### config.mk
export PLATFORM = sky130hd
export DESIGN_NAME = mobile_identity_ie_decoder
export DESIGN_NICKNAME = d
export VERILOG_FILES = /design/src/hdl/mid_pkg.sv /design/src/hdl/mid_in_stage.sv /design/src/hdl/mid_parser.sv /design/src/hdl/mid_out_stage.sv /design/src/hdl/mobile_identity_ie_decoder.sv
export SDC_FILE = /design/constraint.sdc
export NUM_CORES = 1
export LEC_CHECK = 0
export ABC_AREA = 1
export BUFFER_PORTS_ARGS = -buffer_cell sky130_fd_sc_hd__buf_2
export CAP_MARGIN = 10
export CORE_MARGIN = 8
export CORE_UTILIZATION = 52
export DETAILED_ROUTE_END_ITERATION = 16
export PLACE_DENSITY = 0.78
export SKIP_LAST_GASP = 1
export SLEW_MARGIN = 25
export SYNTH_ARGS = -nofsm -noshare
export SYNTH_HDL_FRONTEND = slang
export SYNTH_SLANG_ARGS = --single-unit
### constraint.sdc
create_clock -name clk -period 6.49 [get_ports clk]
set_clock_uncertainty 0.1 [all_clocks]
set_input_delay 0.649 -clock clk [delete_from_list [all_inputs] [get_ports clk]]
set_output_delay 0.649 -clock clk [all_outputs]
set_load 0.005 [all_outputs]
### src/hdl/mid_pkg.sv
// Package for the mobile identity element decoder.
// Holds the item and result structs, phase encoding and code constants.
// No dependencies; every module of the decoder imports it.
package mid_pkg;

  // Parser phase, one-hot.
  typedef enum logic [3:0] {
    PH_IDLE   = 4'b0001,
    PH_LENGTH = 4'b0010,
    PH_TYPE   = 4'b0100,
    PH_VALUE  = 4'b1000
  } phase_t;

  // Result item kinds.
  localparam logic [2:0] KIND_IEI    = 3'd0;
  localparam logic [2:0] KIND_LENGTH = 3'd1;
  localparam logic [2:0] KIND_TYPE   = 3'd2;
  localparam logic [2:0] KIND_DIGITS = 3'd3;
  localparam logic [2:0] KIND_GROUP  = 3'd4;
  localparam logic [2:0] KIND_MME    = 3'd5;
  localparam logic [2:0] KIND_TMSI   = 3'd6;

  // Status codes.
  localparam logic [2:0] ST_OK        = 3'd0;
  localparam logic [2:0] ST_IEI       = 3'd1;
  localparam logic [2:0] ST_SHORT     = 3'd2;
  localparam logic [2:0] ST_UNKNOWN   = 3'd3;
  localparam logic [2:0] ST_BAD_SPARE = 3'd4;
  localparam logic [2:0] ST_BAD_END   = 3'd5;

  // Identity types.
  localparam logic [2:0] TYPE_IMSI = 3'd1;
  localparam logic [2:0] TYPE_IMEI = 3'd3;
  localparam logic [2:0] TYPE_GUTI = 3'd6;

  // Fixed value octet counts.
  localparam logic [7:0] GUTI_OCTETS = 8'd11;
  localparam logic [7:0] IMEI_OCTETS = 8'd8;

  // GUTI value octet positions that change the item kind.
  localparam logic [3:0] GUTI_LAST_PLMN  = 4'd3;
  localparam logic [3:0] GUTI_LAST_GROUP = 4'd5;
  localparam logic [3:0] GUTI_MME        = 4'd6;

  localparam logic [3:0] NIBBLE_FILL = 4'hf;
  localparam logic [7:0] LEN_SAT     = 8'hff;

  typedef struct packed {
    logic [7:0]  data_byte;
    logic        first_byte;
    logic [15:0] buffer_length;
  } in_item_t;

  typedef struct packed {
    logic [2:0] item_kind;
    logic [3:0] low_nibble;
    logic [3:0] high_nibble;
    logic [1:0] digits_valid;
    logic [2:0] identity_type;
    logic       odd_even;
    logic       last;
    logic [2:0] status;
    logic [7:0] total_octets;
    logic [3:0] digit_count;
  } result_t;

endpackage

### src/hdl/mid_in_stage.sv
// Input register of the decoder: captures one octet transfer.
// Depends on mid_pkg for the input item struct.
module mid_in_stage
  import mid_pkg::*;
(
  input  logic     clk,
  input  logic     rst,
  input  logic     in_valid,
  output logic     in_ready,
  input  in_item_t in_item,
  input  logic     advance,
  output logic     held_valid,
  output in_item_t held_item
);

  // The register frees up whenever its octet moves on to the parser.
  assign in_ready = !held_valid || advance;

  // Valid flag.
  always_ff @(posedge clk) begin
    if (rst) begin
      held_valid <= 1'b0;
    end else if (in_ready) begin
      held_valid <= in_valid;
    end
  end

  // Payload.
  always_ff @(posedge clk) begin
    if (in_valid && in_ready) begin
      held_item <= in_item;
    end
  end

endmodule

### src/hdl/mid_parser.sv
// Parser state and per-octet decode logic of the decoder.
// Depends on mid_pkg for phase encoding, codes and the result struct.
module mid_parser
  import mid_pkg::*;
#(
  parameter int MAX_IMSI_OCTETS = 8
)
(
  input  logic     clk,
  input  logic     rst,
  input  logic     step,
  input  in_item_t item,
  input  logic [7:0] expected_iei,
  output logic     res_valid,
  output result_t  res
);

  localparam logic [7:0] IMSI_MAX = 8'(MAX_IMSI_OCTETS);

  phase_t     phase, phase_next;
  logic [3:0] value_index, value_index_next;
  logic [7:0] element_length, element_length_next;
  logic [2:0] held_type, held_type_next;
  logic       held_odd_even, held_odd_even_next;
  logic [3:0] digit_tally, digit_tally_next;
  logic [1:0] header_octets, header_octets_next;

  // Decode of one octet against the current state.
  always_comb begin
    phase_t      ph;
    logic        done;
    logic        fin;
    logic [2:0]  kind;
    logic [1:0]  dv;
    logic        show_type;
    logic [2:0]  stat;
    logic [7:0]  total;
    logic [15:0] avail;
    logic [7:0]  imsi_oct;
    logic [3:0]  high;
    logic [4:0]  vpos;
    logic        even_end;

    ph                  = phase;
    value_index_next    = value_index;
    element_length_next = element_length;
    held_type_next      = held_type;
    held_odd_even_next  = held_odd_even;
    digit_tally_next    = digit_tally;
    header_octets_next  = header_octets;
    done      = 1'b0;
    fin       = 1'b0;
    kind      = KIND_IEI;
    dv        = 2'd0;
    show_type = 1'b0;
    stat      = ST_OK;
    total     = 8'd0;
    avail     = 16'd0;
    res_valid = 1'b0;
    high      = item.data_byte[7:4];
    imsi_oct  = (element_length < IMSI_MAX) ? element_length : IMSI_MAX;
    vpos      = 5'd0;
    even_end  = 1'b0;

    // A first octet restarts the element; with an identifier it ends here.
    if (item.first_byte) begin
      held_type_next     = 3'd0;
      held_odd_even_next = 1'b0;
      digit_tally_next   = 4'd0;
      value_index_next   = 4'd0;
      header_octets_next = (expected_iei != 8'd0) ? 2'd2 : 2'd1;
      avail = (item.buffer_length > {14'd0, header_octets_next}) ?
              item.buffer_length - {14'd0, header_octets_next} : 16'd0;
      element_length_next = (avail > {8'd0, LEN_SAT}) ? LEN_SAT : avail[7:0];
      ph = PH_LENGTH;
      if (expected_iei != 8'd0) begin
        done      = 1'b1;
        res_valid = 1'b1;
        kind      = KIND_IEI;
        if (item.data_byte != expected_iei) begin
          fin   = 1'b1;
          stat  = ST_IEI;
          total = 8'd1;
        end
      end
    end else if (phase == PH_IDLE) begin
      done = 1'b1;
    end

    if (!done) begin
      res_valid = 1'b1;
      unique case (ph)
        PH_LENGTH: begin
          kind = KIND_LENGTH;
          if (item.data_byte == 8'd0 || item.data_byte > element_length_next) begin
            fin   = 1'b1;
            stat  = ST_SHORT;
            total = {6'd0, header_octets_next};
          end else begin
            element_length_next = item.data_byte;
            ph = PH_TYPE;
          end
        end
        PH_TYPE: begin
          kind               = KIND_TYPE;
          show_type          = 1'b1;
          total              = {6'd0, header_octets} + 8'd1;
          held_type_next     = item.data_byte[2:0];
          held_odd_even_next = item.data_byte[3];
          value_index_next   = 4'd0;
          ph = PH_VALUE;
          if (held_type_next == TYPE_IMSI) begin
            if (imsi_oct == 8'd1) begin
              dv               = {1'b0, held_odd_even_next};
              digit_tally_next = {3'd0, held_odd_even_next};
              fin              = 1'b1;
              stat = (!held_odd_even_next && high != NIBBLE_FILL) ? ST_BAD_END : ST_OK;
            end else begin
              dv               = 2'd1;
              digit_tally_next = 4'd1;
            end
          end else if (held_type_next == TYPE_GUTI) begin
            if (high != NIBBLE_FILL) begin
              fin  = 1'b1;
              stat = ST_BAD_SPARE;
            end else if (element_length < GUTI_OCTETS) begin
              fin  = 1'b1;
              stat = ST_SHORT;
            end
          end else if (held_type_next == TYPE_IMEI) begin
            dv = 2'd1;
            if (element_length < IMEI_OCTETS) begin
              fin  = 1'b1;
              stat = ST_SHORT;
            end
          end else begin
            fin  = 1'b1;
            stat = ST_UNKNOWN;
          end
        end
        PH_VALUE: begin
          show_type        = 1'b1;
          value_index_next = value_index + 4'd1;
          vpos  = {1'b0, value_index_next} + 5'd1;
          total = {6'd0, header_octets} + {4'd0, value_index_next} + 8'd1;
          if (held_type == TYPE_IMSI) begin
            kind     = KIND_DIGITS;
            fin      = ({3'd0, vpos} >= imsi_oct);
            even_end = fin && !held_odd_even;
            dv       = even_end ? 2'd1 : 2'd2;
            digit_tally_next = digit_tally + {2'd0, dv};
            if (even_end && high != NIBBLE_FILL) begin
              stat = ST_BAD_END;
            end
          end else if (held_type == TYPE_GUTI) begin
            if (value_index_next <= GUTI_LAST_PLMN) begin
              kind = KIND_DIGITS;
              dv   = 2'd2;
            end else if (value_index_next <= GUTI_LAST_GROUP) begin
              kind = KIND_GROUP;
            end else if (value_index_next == GUTI_MME) begin
              kind = KIND_MME;
            end else begin
              kind = KIND_TMSI;
            end
            fin = ({3'd0, vpos} >= GUTI_OCTETS);
          end else begin
            kind = KIND_DIGITS;
            dv   = 2'd2;
            fin  = ({3'd0, vpos} >= IMEI_OCTETS);
          end
        end
        default: begin
          res_valid = 1'b0;
        end
      endcase
    end

    phase_next = fin ? PH_IDLE : ph;

    // Assemble the result; summary fields only on the final octet.
    res.item_kind     = kind;
    res.low_nibble    = item.data_byte[3:0];
    res.high_nibble   = high;
    res.digits_valid  = dv;
    res.identity_type = show_type ? held_type_next : 3'd0;
    res.odd_even      = show_type ? held_odd_even_next : 1'b0;
    res.last          = fin;
    res.status        = fin ? stat : ST_OK;
    res.total_octets  = fin ? total : 8'd0;
    res.digit_count   = (fin && held_type_next == TYPE_IMSI) ? digit_tally_next : 4'd0;
  end

  // Parser state advances once per octet handed over.
  always_ff @(posedge clk) begin
    if (rst) begin
      phase          <= PH_IDLE;
      value_index    <= 4'd0;
      element_length <= 8'd0;
      held_type      <= 3'd0;
      held_odd_even  <= 1'b0;
      digit_tally    <= 4'd0;
      header_octets  <= 2'd0;
    end else if (step) begin
      phase          <= phase_next;
      value_index    <= value_index_next;
      element_length <= element_length_next;
      held_type      <= held_type_next;
      held_odd_even  <= held_odd_even_next;
      digit_tally    <= digit_tally_next;
      header_octets  <= header_octets_next;
    end
  end

endmodule

### src/hdl/mid_out_stage.sv
// Result register of the decoder, holding one result until its transfer.
// Depends on mid_pkg for the result struct.
module mid_out_stage
  import mid_pkg::*;
(
  input  logic    clk,
  input  logic    rst,
  input  logic    held_valid,
  input  logic    res_valid,
  input  result_t res,
  output logic    advance,
  output logic    out_valid,
  input  logic    out_ready,
  output result_t out_res
);

  // The pipeline moves when the result register is empty or being drained.
  assign advance = !out_valid || out_ready;

  // Valid flag: octets that yield nothing leave the register empty.
  always_ff @(posedge clk) begin
    if (rst) begin
      out_valid <= 1'b0;
    end else if (advance) begin
      out_valid <= held_valid && res_valid;
    end
  end

  // Payload.
  always_ff @(posedge clk) begin
    if (advance && held_valid && res_valid) begin
      out_res <= res;
    end
  end

endmodule

### src/hdl/mobile_identity_ie_decoder.sv
// Top level of the mobile identity element decoder.
// Depends on mid_pkg, mid_in_stage, mid_parser and mid_out_stage.
//
//   Channel   Handshake               Payload
//   input     in_valid / in_ready     data_byte, first_byte, buffer_length
//   result    out_valid / out_ready   item_kind ... digit_count
//   config    cfg_write_en            cfg_write_data (expected_iei)
//
// One octet is taken per cycle while no stalled result holds the pipeline; its result reaches
// the outputs through the input register and then the result register around the parser.
// Reset is synchronous and leaves the parser idle with expected_iei at zero.
// A stalled result holds the pipeline; octets that yield no result pass silently.
module mobile_identity_ie_decoder
  import mid_pkg::*;
#(
  parameter int MAX_IMSI_OCTETS = 8
)
(
  input  logic        clk,
  input  logic        rst,
  input  logic        cfg_write_en,
  input  logic [7:0]  cfg_write_data,
  input  logic        in_valid,
  output logic        in_ready,
  input  logic [7:0]  data_byte,
  input  logic        first_byte,
  input  logic [15:0] buffer_length,
  output logic        out_valid,
  input  logic        out_ready,
  output logic [2:0]  item_kind,
  output logic [3:0]  low_nibble,
  output logic [3:0]  high_nibble,
  output logic [1:0]  digits_valid,
  output logic [2:0]  identity_type,
  output logic        odd_even,
  output logic        last,
  output logic [2:0]  status,
  output logic [7:0]  total_octets,
  output logic [3:0]  digit_count
);

  logic [7:0] expected_iei;
  in_item_t   in_item;
  in_item_t   held_item;
  logic       held_valid;
  logic       advance;
  logic       res_valid;
  result_t    res;
  result_t    out_res;

  // Configuration register.
  always_ff @(posedge clk) begin
    if (rst) begin
      expected_iei <= 8'd0;
    end else if (cfg_write_en) begin
      expected_iei <= cfg_write_data;
    end
  end

  assign in_item = {data_byte, first_byte, buffer_length};

  mid_in_stage u_in_stage (
    .clk        (clk),
    .rst        (rst),
    .in_valid   (in_valid),
    .in_ready   (in_ready),
    .in_item    (in_item),
    .advance    (advance),
    .held_valid (held_valid),
    .held_item  (held_item)
  );

  mid_parser #(
    .MAX_IMSI_OCTETS (MAX_IMSI_OCTETS)
  ) u_parser (
    .clk          (clk),
    .rst          (rst),
    .step         (held_valid && advance),
    .item         (held_item),
    .expected_iei (expected_iei),
    .res_valid    (res_valid),
    .res          (res)
  );

  mid_out_stage u_out_stage (
    .clk        (clk),
    .rst        (rst),
    .held_valid (held_valid),
    .res_valid  (res_valid),
    .res        (res),
    .advance    (advance),
    .out_valid  (out_valid),
    .out_ready  (out_ready),
    .out_res    (out_res)
  );

  // Result fields to ports.
  assign item_kind     = out_res.item_kind;
  assign low_nibble    = out_res.low_nibble;
  assign high_nibble   = out_res.high_nibble;
  assign digits_valid  = out_res.digits_valid;
  assign identity_type = out_res.identity_type;
  assign odd_even      = out_res.odd_even;
  assign last          = out_res.last;
  assign status        = out_res.status;
  assign total_octets  = out_res.total_octets;
  assign digit_count   = out_res.digit_count;

endmodule

==> results.tsv <==
metric	value	unit
asr_flop_ratio_synth	0	
synth_sequential_area_ratio	0.4145	
design.portCount	73	
tritoncts_num_sinks	92	
cts_root_buffer	sky130_fd_sc_hd__clkbuf_8	
areaGrowthSynthToFinish	11.23	%
grt-ovfl-total	0	
syn_area	5796	µm²
post_synth_inst_count	715	
final_hold_viol_count	0	
drt-vias-per-instance	5.325	
worstSetupPathType	register to register	
die-height	121.6	µm
largest_incremental_delay_on_the_critical_path	0.35	ns
wirelength	13510	µm
die_area	14780	µm²
slew-limit-headroom	0.4106	
min_from	data_byte[6]	
power_leakage	0.002859	µW
setup_tns_final	0	ns
numPlacedInstances	914	
max_freq	0.2449	GHz
reg2reg_slack	2.41	ns
port_buffers	70	
layout_worst_path_cycle_share	0.6293	
dpl.hpwl	10430	µm
holdPathStages	1	
dr_total_vias	4952	
synthesis_warnings	0	
yosys.cell_types.count	51	
total_global_route_track_usage	0.1872	
synth_top_cell_by_area	sky130_fd_sc_hd__edfxtp_1	
die_x	121.6	µm
antenna_found_initial	0	
clk_path_buf_depth	2	
worst_r2r_path_depth	28	
cts_tree	yes	
initial_core_util	0.5346	
setup-violations-final	0	
cts.repair_timing.setup_buffer_count	0	
worst_skew_pair.late_latency	0.36	ns
fraction_of_layout_instances_using_a_drive_strength_above_1	0.2215	
power_per_cell_area	194.7	nW/µm²
critPathMostFrequentCell	sky130_fd_sc_hd__nand2_1	
initial_drc_count	379	
grt_start_max_net_pins	32	
insertedDiodeCount	0	
final.min_clock_period	4.084	ns
grt_pass1_wl	22480	µm
synth-main-ff-cell	sky130_fd_sc_hd__edfxtp_1	
type_of_the_tightest_min_delay_check	input port to register	
grt_setup_unrepaired	no	
status	finished, final reports clean	
cts_hold_buffers	0	
detailed_route_wire_length_per_cell	14.52	µm
fp.coreArea	10840	µm²
rr_endpoint	u_out_stage.out_res[0]$_SDFFCE_PN0P_	
critical_path_required	6.51	ns
route.antenna.remaining_nets	0	
postLayoutSetupSlackWorst	2.406	ns
layout.nets	851	
ir_drop	122.1	µV
start_kind	register	
synth_largest_type_area_fraction	0.2902	
cp_slowest_cell	sky130_fd_sc_hd__dfxtp_1	
gp_congestion	0.9137	
avgSynthCellArea	8.106	µm²
timing_worst_slew_pin_value	0.8786	ns
place_ws	2.423	ns
worstPathArrival	4.11	ns
rr_startpoint	expected_iei[0]$_SDFFE_PP0P_	
route.detailed.drc	0	
cts_buffers	9	
synthTopCellsByArea	sky130_fd_sc_hd__edfxtp_1 (29%), sky130_fd_sc_hd__dfxtp_1 (12%), sky130_fd_sc_hd__nand2_1 (9.6%)	
cts_resized	0	
ys_seq_elements	92	
number_of_placement_rows	38	
yosysMostFrequentCell	sky130_fd_sc_hd__nand2_1	
finish.cell_count_without_fillers	930	
final_slew_violations	0	
first_pass_iters	5	
grt_pass1_vias	4919	
htree_levels	3	
hold_path_end	u_in_stage.held_item[23]$_DFFE_PP_	
synthTopCellsByCount	sky130_fd_sc_hd__nand2_1 (148), sky130_fd_sc_hd__inv_1 (93), sky130_fd_sc_hd__nor2_1 (77)	
worstPathMaxFanout	8	
clk_pin_slew_worst_paths	0.09	ns
max-cap-violations	0	
cp-end-kind	register	
synth-edff-count	56	
## where the power goes
part	switching (µW)	internal, µW	total [µW]
combinational	124	71.3	195
clock	208	178	387
sequential	27.2	646	673
total	359	896	1250
## cells by family after synthesis
logic type               share of synthesized area
buffers and inverters                      0.08592
XOR/XNOR                                   0.02850
AO/OA/AOI/OAI                               0.1077
AND/OR/NAND/NOR                             0.2977
adder cells (fa/ha/maj)                    0.06434
other                                     0.001296
flip-flops                                  0.4145
## area by class of cell
class / count / area [µm²]
Inverter: 107 / 409.1
Clock inverter: 6 / 63.81
Fill cell: 999 / 4394
Multi-Input combinational cell: 503 / 2903
Sequential cell: 92 / 2402
Clock buffer: 10 / 127.6
Tap cell: 140 / 175.2
Timing Repair Buffer: 72 / 365.4
## stage by stage
step	cell area (µm²)	total power [µW]	hold slack, ns	util
4_1_cts	6446	1266	0.3346	0.5946
3_3_place_gp	6255	871.1	0.3566	0.5770
6_report	6446	1255	0.3491	0.5946
2_1_floorplan	5803	824.3	0.3206	-
3_5_place_dp	6255	880.6	0.3591	0.5770
5_1_grt	6446	1319	0.3311	0.5946
## flip-flops by register name (all words and copies together), names as in the netlist
signal and flops:
u_out_stage.out_valid 1, u_in_stage.held_valid 1, u_parser.value_index 4, u_parser.header_octets 2, u_parser.element_length 8, u_parser.held_odd_even 1
expected_iei 8, u_in_stage.held_item 25, u_out_stage.out_res 31, u_parser.digit_tally 4, u_parser.phase 4, u_parser.held_type 3
## critical path, delay by kind of cell (launching register included)
| family | cells | cell delay (ns) |
|---|---|---|
| adder cells (fa/ha/maj) | 3 | 0.79 |
| AO/OA/AOI/OAI | 4 | 0.60 |
| AND/OR/NAND/NOR | 21 | 2.01 |
| flip-flops | 1 | 0.35 |
## cells in the final DEF, fill, tap and decap left out, types with 3 or more instances in the layout
cell	instances
sky130_fd_sc_hd__a21oi_1	44
sky130_fd_sc_hd__a21oi_2	8
sky130_fd_sc_hd__buf_2	70
sky130_fd_sc_hd__clkbuf_8	9
sky130_fd_sc_hd__clkinv_1	3
sky130_fd_sc_hd__conb_1	4
sky130_fd_sc_hd__dfxtp_1	36
sky130_fd_sc_hd__edfxtp_1	56
sky130_fd_sc_hd__fa_1	3
sky130_fd_sc_hd__ha_1	25
sky130_fd_sc_hd__inv_1	92
sky130_fd_sc_hd__inv_2	11
sky130_fd_sc_hd__nand2_1	148
sky130_fd_sc_hd__nand2_2	16
sky130_fd_sc_hd__nand2_4	6
sky130_fd_sc_hd__nand3_1	39
sky130_fd_sc_hd__nand3_2	5
sky130_fd_sc_hd__nand3_4	3
sky130_fd_sc_hd__nand3b_1	3
sky130_fd_sc_hd__nand4_1	11
sky130_fd_sc_hd__nor2_1	77
sky130_fd_sc_hd__nor2_2	16
sky130_fd_sc_hd__nor2_4	4
sky130_fd_sc_hd__nor3_1	5
sky130_fd_sc_hd__nor4_1	4
sky130_fd_sc_hd__o211ai_1	5
sky130_fd_sc_hd__o21ai_0	31
sky130_fd_sc_hd__o21ai_1	3
sky130_fd_sc_hd__o21ai_2	4
sky130_fd_sc_hd__or2_2	4
sky130_fd_sc_hd__xnor2_1	8
sky130_fd_sc_hd__xor2_1	9
## metal layers
| metal | GRT usage | wire length [µm] | share of wire | vias up |
|---|---|---|---|---|
| met1 | 0.2234 | 5713 | 0.42 | 2287 |
| met2 | 0.3212 | 6562 | 0.49 | 174 |
| met4 | 0.09098 | 349 | 0.026 | 0 |
| met3 | 0.03193 | 880 | 0.065 | 26 |
| met5 | 0 | 0 | 0 | - |
| li1 | - | - | - | 2465 |
## worst max-delay path by stage
stage | from | endpoint | slack [ns] | cells past startpoint
floorplan | expected_iei[2]$_SDFFE_PP0P_ | u_out_stage.out_res[2]$_SDFFCE_PN0P_ | 2.88 | 30
global placement | expected_iei[5]$_SDFFE_PP0P_ | u_out_stage.out_res[2]$_SDFFCE_PN0P_ | 2.60 | 27
detailed placement | expected_iei[0]$_SDFFE_PP0P_ | u_out_stage.out_res[2]$_SDFFCE_PN0P_ | 2.42 | 29
finish | expected_iei[0]$_SDFFE_PP0P_ | u_out_stage.out_res[0]$_SDFFCE_PN0P_ | 2.41 | 28
CTS | expected_iei[0]$_SDFFE_PP0P_ | u_out_stage.out_res[2]$_SDFFCE_PN0P_ | 2.41 | 27
global route | expected_iei[0]$_SDFFE_PP0P_ | u_out_stage.out_res[2]$_SDFFCE_PN0P_ | 2.05 | 28
Note: power is estimated with default switching activity, not from simulation.
